$ cat src/sv/mitrk_pkg.sv
package mitrk_pkg;

  // Timer and report cadence
  localparam logic [31:0] TICK_MS      = 32'd1000;
  localparam logic [7:0]  REPORT_TICKS = 8'd10;
  localparam logic [31:0] STILL_MAX    = 32'hFFFF_FFFF;

  // Reset values of the configuration registers
  localparam logic [17:0] MOTION_THR_RST = 18'd4000;
  localparam logic [31:0] LOST_THR_RST   = 32'd12000;

  // floor(d / 1000) == (d * RECIP_1000) >> RECIP_SHIFT for any 32-bit d
  localparam logic [28:0] RECIP_1000  = 29'd274877907;
  localparam int unsigned RECIP_SHIFT = 38;
  localparam int unsigned PROD_W      = 61;
  localparam int unsigned SECS_W      = 23;

  // Configuration register indexes
  localparam logic CFG_MOTION_THR = 1'b0;
  localparam logic CFG_LOST_THR   = 1'b1;

  // Link actions
  localparam logic [1:0] ACT_NONE      = 2'd0;
  localparam logic [1:0] ACT_HIDE      = 2'd1;
  localparam logic [1:0] ACT_ADVERTISE = 2'd2;

  // LED patterns
  localparam logic [1:0] LED_ACTIVE = 2'b11;
  localparam logic [1:0] LED_LOST   = 2'b00;
  localparam logic [1:0] LED_REPORT = 2'b10;

  typedef struct packed {
    logic signed [15:0] prev_x;
    logic signed [15:0] prev_y;
    logic signed [15:0] prev_z;
    logic [31:0]        still_ms;
    logic               lost;
    logic               hidden;
    logic               report_pending;
    logic [7:0]         report_phase;
    logic [1:0]         led;
  } state_t;

  // Everything of one result except the seconds, which the divide stage adds
  typedef struct packed {
    logic        moved;
    logic        lost;
    logic        discoverable;
    logic [1:0]  link_action;
    logic        report_valid;
    logic [31:0] still_ms;
    logic [1:0]  led_pattern;
  } result_t;

endpackage

$ cat src/sv/motion_inactivity_lost_tracker.sv
// Motion and inactivity tracker. Each s_axis transaction is one timer tick with an
// accelerometer sample; each tick yields exactly one m_axis transaction. Ticks are taken
// back to back, one per cycle, while m_axis does not stall. A result is offered on m_axis
// once it has gone through both registered stages, one after the other:
// the first stage applies the tick to the tracker state and registers the result, the
// second multiplies the time spent lost by a fixed reciprocal of 1000 to get whole seconds.
// Each stage holds its result while the next one is full. With a result waiting on m_axis
// the first stage still takes one more tick; after that s_axis_tready stays low until
// m_axis drains. Configuration writes take effect on the next tick; write them only while
// no tick is in flight.
module motion_inactivity_lost_tracker (
  input  logic        clk_i,
  input  logic        rst_ni,
  // Configuration write port
  input  logic        cfg_we_i,
  input  logic        cfg_idx_i,
  input  logic [31:0] cfg_wdata_i,
  // Tick input
  input  logic        s_axis_tvalid,
  output logic        s_axis_tready,
  input  logic [47:0] s_axis_tdata,  // accel_x[15:0], accel_y[31:16], accel_z[47:32]
  // Result output
  output logic        m_axis_tvalid,
  input  logic        m_axis_tready,
  output logic [63:0] m_axis_tdata   // moved[0], lost[1], discoverable[2],
                                     // link_action[4:3], report_valid[5],
                                     // seconds_lost[28:6], still_ms[60:29],
                                     // led_pattern[62:61], zero[63]
);

  logic [17:0]         motion_thr_q;
  logic [31:0]         lost_thr_q;
  mitrk_pkg::state_t   state_q, state_d;
  mitrk_pkg::result_t  step_res;
  logic [31:0]         step_lost_ms;

  logic                s1_valid_q;
  mitrk_pkg::result_t  s1_res_q;
  logic [31:0]         s1_lost_ms_q;
  logic                s2_valid_q;
  mitrk_pkg::result_t  s2_res_q;
  logic [mitrk_pkg::PROD_W-1:0] s2_prod_q;

  logic in_fire, s1_ready, s2_ready;

  // Configuration registers
  always_ff @(posedge clk_i or negedge rst_ni) begin
    if (!rst_ni) begin
      motion_thr_q <= mitrk_pkg::MOTION_THR_RST;
      lost_thr_q   <= mitrk_pkg::LOST_THR_RST;
    end else if (cfg_we_i) begin
      unique case (cfg_idx_i)
        mitrk_pkg::CFG_MOTION_THR: motion_thr_q <= cfg_wdata_i[17:0];
        mitrk_pkg::CFG_LOST_THR:   lost_thr_q   <= cfg_wdata_i;
        default: ;
      endcase
    end
  end

  // Per-tick state update and result
  mitrk_step u_step (
    .state_i      (state_q),
    .motion_thr_i (motion_thr_q),
    .lost_thr_i   (lost_thr_q),
    .accel_x_i    (s_axis_tdata[15:0]),
    .accel_y_i    (s_axis_tdata[31:16]),
    .accel_z_i    (s_axis_tdata[47:32]),
    .state_o      (state_d),
    .result_o     (step_res),
    .lost_ms_o    (step_lost_ms)
  );

  // Each stage advances when it is empty or its successor takes its contents
  assign s2_ready      = !s2_valid_q || m_axis_tready;
  assign s1_ready      = !s1_valid_q || s2_ready;
  assign s_axis_tready = s1_ready;
  assign in_fire       = s_axis_tvalid && s1_ready;

  // Tracker state: commit on every accepted tick
  always_ff @(posedge clk_i or negedge rst_ni) begin
    if (!rst_ni) begin
      state_q.prev_x         <= '0;
      state_q.prev_y         <= '0;
      state_q.prev_z         <= '0;
      state_q.still_ms       <= '0;
      state_q.lost           <= 1'b0;
      state_q.hidden         <= 1'b1;
      state_q.report_pending <= 1'b0;
      state_q.report_phase   <= '0;
      state_q.led            <= mitrk_pkg::LED_ACTIVE;
    end else if (in_fire) begin
      state_q <= state_d;
    end
  end

  // Stage valid bits
  always_ff @(posedge clk_i or negedge rst_ni) begin
    if (!rst_ni) begin
      s1_valid_q <= 1'b0;
      s2_valid_q <= 1'b0;
    end else begin
      if (s1_ready) begin
        s1_valid_q <= s_axis_tvalid;
      end
      if (s2_ready) begin
        s2_valid_q <= s1_valid_q;
      end
    end
  end

  // Stage payloads; hold while stalled
  always_ff @(posedge clk_i) begin
    if (in_fire) begin
      s1_res_q     <= step_res;
      s1_lost_ms_q <= step_lost_ms;
    end
    if (s2_ready && s1_valid_q) begin
      s2_res_q  <= s1_res_q;
      // Widen before the multiply so the full product is kept
      s2_prod_q <= {29'd0, s1_lost_ms_q} * mitrk_pkg::RECIP_1000;
    end
  end

  assign m_axis_tvalid = s2_valid_q;
  assign m_axis_tdata  = {
    1'b0,
    s2_res_q.led_pattern,
    s2_res_q.still_ms,
    s2_prod_q[mitrk_pkg::PROD_W-1:mitrk_pkg::RECIP_SHIFT],
    s2_res_q.report_valid,
    s2_res_q.link_action,
    s2_res_q.discoverable,
    s2_res_q.lost,
    s2_res_q.moved
  };

  // A lost tracker is always advertising
  a_lost_not_hidden: assert property (@(posedge clk_i) disable iff (!rst_ni)
    state_q.lost |-> !state_q.hidden)
    else $error("lost mode with radio hidden");

  // A report goes out only in lost mode, and only from a quiet tick
  a_report_lost: assert property (@(posedge clk_i) disable iff (!rst_ni)
    (s2_valid_q && s2_res_q.report_valid) |-> (s2_res_q.lost && !s2_res_q.moved))
    else $error("report outside lost mode");

  // Advertising starts together with lost mode
  a_advertise: assert property (@(posedge clk_i) disable iff (!rst_ni)
    (s2_valid_q && s2_res_q.link_action == mitrk_pkg::ACT_ADVERTISE)
      |-> (s2_res_q.lost && s2_res_q.discoverable))
    else $error("advertise without lost mode");

  // A motion tick clears the still time
  a_motion_clears: assert property (@(posedge clk_i) disable iff (!rst_ni)
    (in_fire && step_res.moved) |=> (state_q.still_ms == '0 && !state_q.lost))
    else $error("motion did not clear still time");

endmodule

$ cat src/sv/mitrk_step.sv
module mitrk_step (
  input  mitrk_pkg::state_t  state_i,
  input  logic [17:0]        motion_thr_i,
  input  logic [31:0]        lost_thr_i,
  input  logic signed [15:0] accel_x_i,
  input  logic signed [15:0] accel_y_i,
  input  logic signed [15:0] accel_z_i,
  output mitrk_pkg::state_t  state_o,
  output mitrk_pkg::result_t result_o,
  output logic [31:0]        lost_ms_o
);

  logic [32:0]        still_sum;
  logic [31:0]        still_tick;
  logic [7:0]         phase_inc;
  logic signed [16:0] dx, dy, dz;
  logic [16:0]        ax, ay, az;
  logic [18:0]        move_sum;
  logic               moved;
  logic [1:0]         action;
  logic               report;

  // Absolute axis changes against the previous sample
  assign dx = {accel_x_i[15], accel_x_i} - {state_i.prev_x[15], state_i.prev_x};
  assign dy = {accel_y_i[15], accel_y_i} - {state_i.prev_y[15], state_i.prev_y};
  assign dz = {accel_z_i[15], accel_z_i} - {state_i.prev_z[15], state_i.prev_z};
  assign ax = dx[16] ? 17'(-dx) : 17'(dx);
  assign ay = dy[16] ? 17'(-dy) : 17'(dy);
  assign az = dz[16] ? 17'(-dz) : 17'(dz);
  assign move_sum = {2'b00, ax} + {2'b00, ay} + {2'b00, az};
  assign moved    = move_sum > {1'b0, motion_thr_i};

  // Saturating still time
  assign still_sum  = {1'b0, state_i.still_ms} + {1'b0, mitrk_pkg::TICK_MS};
  assign still_tick = still_sum[32] ? mitrk_pkg::STILL_MAX : still_sum[31:0];
  assign phase_inc  = state_i.report_phase + 8'd1;

  always_comb begin
    state_o          = state_i;
    state_o.prev_x   = accel_x_i;
    state_o.prev_y   = accel_y_i;
    state_o.prev_z   = accel_z_i;
    state_o.still_ms = still_tick;
    action           = mitrk_pkg::ACT_NONE;
    report           = 1'b0;
    lost_ms_o        = '0;

    if (phase_inc >= mitrk_pkg::REPORT_TICKS) begin
      state_o.report_phase   = '0;
      state_o.report_pending = 1'b1;
    end else begin
      state_o.report_phase = phase_inc;
    end

    if (moved) begin
      state_o.led          = mitrk_pkg::LED_ACTIVE;
      state_o.lost         = 1'b0;
      state_o.still_ms     = '0;
      state_o.report_phase = '0;
      if (!state_i.hidden) begin
        state_o.hidden = 1'b1;
        action         = mitrk_pkg::ACT_HIDE;
      end
    end else if (still_tick >= lost_thr_i && !state_i.lost) begin
      state_o.lost = 1'b1;
      state_o.led  = mitrk_pkg::LED_LOST;
      if (state_i.hidden) begin
        state_o.hidden = 1'b0;
        action         = mitrk_pkg::ACT_ADVERTISE;
      end
    end

    if (state_o.lost && state_o.report_pending) begin
      // Clamp to zero when the threshold sits above the still time
      if (state_o.still_ms >= lost_thr_i) begin
        lost_ms_o = state_o.still_ms - lost_thr_i;
      end
      report                 = 1'b1;
      state_o.report_pending = 1'b0;
      state_o.led            = mitrk_pkg::LED_REPORT;
    end

    result_o.moved        = moved;
    result_o.lost         = state_o.lost;
    result_o.discoverable = !state_o.hidden;
    result_o.link_action  = action;
    result_o.report_valid = report;
    result_o.still_ms     = state_o.still_ms;
    result_o.led_pattern  = state_o.led;
  end

endmodule

$ cat config.mk
export PLATFORM = sky130hd
export DESIGN_NAME = motion_inactivity_lost_tracker
export DESIGN_NICKNAME = d
export VERILOG_FILES = /design/src/sv/mitrk_pkg.sv /design/src/sv/motion_inactivity_lost_tracker.sv /design/src/sv/mitrk_step.sv
export SDC_FILE = /design/constraint.sdc
export NUM_CORES = 2
export LEC_CHECK = 0
export BUFFER_PORTS_ARGS = -buffer_cell sky130_fd_sc_hd__buf_2
export CAP_MARGIN = 15
export CORE_ASPECT_RATIO = 0.8
export CORE_UTILIZATION = 65
export CTS_BUF_LIST = sky130_fd_sc_hd__clkbuf_4
export CTS_CLUSTER_DIAMETER = 50
export CTS_CLUSTER_SIZE = 30
export DETAILED_ROUTE_END_ITERATION = 8
export PLACE_DENSITY = 0.84
export SETUP_SLACK_MARGIN = 0.2
export SLEW_MARGIN = 40
export SYNTH_ARGS = -nofsm -noshare
export SYNTH_HDL_FRONTEND = slang
export SYNTH_SLANG_ARGS = --single-unit
$ cat constraint.sdc
create_clock -name clk_i -period 17.2 [get_ports clk_i]
set_input_delay 1.72 -clock clk_i [delete_from_list [all_inputs] [get_ports clk_i]]
set_output_delay 1.72 -clock clk_i [all_outputs]
set_load 0.005 [all_outputs]
==> flow_metrics.env <==
export IMPL_track_usage_pct=30.8
export IMPL_crit_buf_inv=6
export IMPL_clk_root_buffer_cell="clkbuf_4"
export IMPL_crit_arrival_ns=13.16
export IMPL_grt_pass1_vias=24300
export IMPL_grt_pass1_wl_um=125000
export IMPL_ioPinCount=152
export IMPL_holdPathStages=0
export IMPL_cts_setup_buffers=0
export IMPL_worstSetupPathType="in -> reg"
export IMPL_areaGrowthSynthToFinish_pct=6.64
export IMPL_drc=0
export IMPL_slowest_stage="a311oi_1"
export IMPL_grt_ovfl_total=0
export IMPL_fp_row_count=73
export IMPL_first_pass_iters=7
export IMPL_antenna_found_initial=5
export IMPL_clk_insertion_delay_late_ns=0.89
export IMPL_cpPeakStageDelay_ns=0.70
export IMPL_ys_flop_type="edfxtp_1"
export IMPL_setup_viol=0
export IMPL_end_kind="register"
export IMPL_layout_drive_gt1_share_pct=8.74
export IMPL_async_flop_share_pct=51.8
export IMPL_start_util_pct=65.9
export IMPL_numClockSinks=280
export IMPL_cts_hold_buf=0
export IMPL_fillers=3726
export IMPL_place_congestion=0.963
export IMPL_critical_path_max_fanout=69
export IMPL_worstReg2RegStart="state_q[77]$_DFFE_PN0P_"
export IMPL_clk_path_buf_depth=3
export IMPL_fp_dieH_um=203
export IMPL_hp_class="reg -> reg"
export IMPL_dieArea_mm2=0.0513
export IMPL_hp_start="s1_res_q[33]$_DFFE_PP_"
export IMPL_htreeDepth=1
export IMPL_synthCells=3397
export IMPL_slew_headroom_pct=37.7
export IMPL_maxCapViolations=0
export IMPL_tightest_slew_ns=0.935
export IMPL_yosys_warnings=0
export IMPL_cts_buffers=30
export IMPL_synth_edf_count=135
export IMPL_timing_setup_tns_ns=0
export IMPL_synth_area_mm2=0.0327
export IMPL_antenna_left=0
export IMPL_path_clk_slew_ns=0.18
export IMPL_min_to="m_axis_tdata[60]$_DFFE_PP_"
export IMPL_final_common_cell="inv_1"
export IMPL_synth_fp_nets=4345
export IMPL_via_per_inst=5.73
export IMPL_port_buffer_count=150
export IMPL_grt_max_degree=142
export IMPL_syn_area_per_cell_um2=9.64
export IMPL_wl_um=77000
export IMPL_timing_final_crit_share_pct=73.2
export IMPL_ff2ff_setup_slack_ns=5.21
export IMPL_core_area_mm2=0.0497
export IMPL_ys_seq_area_share_pct=23.5
export IMPL_synth_seq_cells=280
export IMPL_wire_per_inst_um=18.2
export IMPL_num_vias=24300
export IMPL_crit_required_ns=17.78
export IMPL_critPathLaunchType="primary input"
export IMPL_fin_crit_ns=12.58
export IMPL_synth_cell_type_count=84
export IMPL_grt_setup_unrepaired="no"
export IMPL_skew_ns=0.0893
export IMPL_fmax_mhz=79.5
export IMPL_critPathTopFamily="compound AO/OA/AOI/OAI gates"
export IMPL_drt_iter0_drc=1866
export IMPL_slew_viol_final=0
export IMPL_cts_tree="yes"
export IMPL_r2r_end="s1_lost_ms_q[18]$_SDFFCE_PN0P_"
export IMPL_outcome="finished, final reports clean"
export IMPL_hold_viol_final=0
export IMPL_reg2reg_depth=51
export IMPL_nets=4483
export IMPL_hpwl_um=62700
export IMPL_cts_resized=0
export IMPL_mostFrequentLayoutCells="inv_1 (704), ha_1 (558), fa_1 (304)"
export IMPL_die_w_um=253
## worst max path at each step
stage                                 from                             end  slack (ns)  cells after the start
final                     s_axis_tdata[16]  s1_lost_ms_q[18]$_SDFFCE_PN0P_        4.62                     54
after global routing       s_axis_tdata[0]  s1_lost_ms_q[16]$_SDFFCE_PN0P_        3.67                     53
after CTS                  s_axis_tdata[0]  s1_lost_ms_q[18]$_SDFFCE_PN0P_        4.61                     53
after detailed placement   s_axis_tdata[0]  s1_lost_ms_q[21]$_SDFFCE_PN0P_        3.76                     53
after global placement     s_axis_tdata[0]  s1_lost_ms_q[21]$_SDFFCE_PN0P_        4.09                     52
after floorplan           s_axis_tdata[16]  s1_lost_ms_q[23]$_SDFFCE_PN0P_        5.17                     55
## logic make-up (layout without fill, tap and decap cells)
logic type      Yosys count  after routing  synth area share (%)
flops                   280            280                  23.5
mux                      39             39                  1.33
buf+inv                 770            932                  8.91
xor+xnor                171            171                  4.58
compound gates          668            668                  12.8
simple gates            606            606                  8.87
fa+ha+maj               862            862                  39.9
other cells               1              3                0.0115
## area by class of cell
class | count | area, um2 | share of cell area [%]
Tap cell | 675 | 845 | 2.42
Clock inverter | 26 | 397 | 1.14
Sequential cell | 280 | 7700 | 22.1
Antenna cell | 2 | 5.00 | 0.0143
Multi-Input combinational cell | 2347 | 22100 | 63.4
Timing Repair Buffer | 171 | 950 | 2.72
Clock buffer | 30 | 225 | 0.645
Inverter | 705 | 2650 | 7.60
## state kept, by name (all words and copies together) (netlist names)
signal and cells:
s2_prod_q 23, s1_valid_q 1, s1_lost_ms_q 32, state_q 93, s1_res_q 40, lost_thr_q 32, m_axis_tvalid 1, motion_thr_q 18
m_axis_tdata 40
## cells in the mapped netlist (73+ instances only)
master    number  area (um2)
o21ai_0      157         786
inv_1        704        2640
ha_1         558        6980
nand2_1      202         758
dfrtp_1      129        3230
edfxtp_1     135        4050
a21oi_1      223        1120
xnor2_1       98         858
a21o_1        74         556
fa_1         304        6090
nor2_1       155         582
xor2_1        73         639
## layer usage
metal | up-vias | track usage, % | share of wire [%]
met5 | - | 0 | 0.013
met4 | 2 | 8.27 | 2.6
met3 | 132 | 5.27 | 7.5
met2 | 806 | 49.0 | 45
met1 | 11700 | 43.7 | 44
li1 | 11700 | - | -
## per-stage QoR
stage	instance area, um2	worst slack, ns	cells	hold slack, ns	utilization, %
floorplan	32700	5.17	3397	0.400	-
global placement	34200	4.09	4172	0.404	68.8
detailed placement	34200	3.76	4174	0.405	68.9
CTS	34800	4.61	4230	0.443	70.1
global route	34900	3.67	4235	0.446	70.2
finish	34900	4.62	4236	0.439	70.2
Power is left out: the tool's default activity adds up to more than one toggle a clock period on the data nets, which glitch-free logic cannot reach.
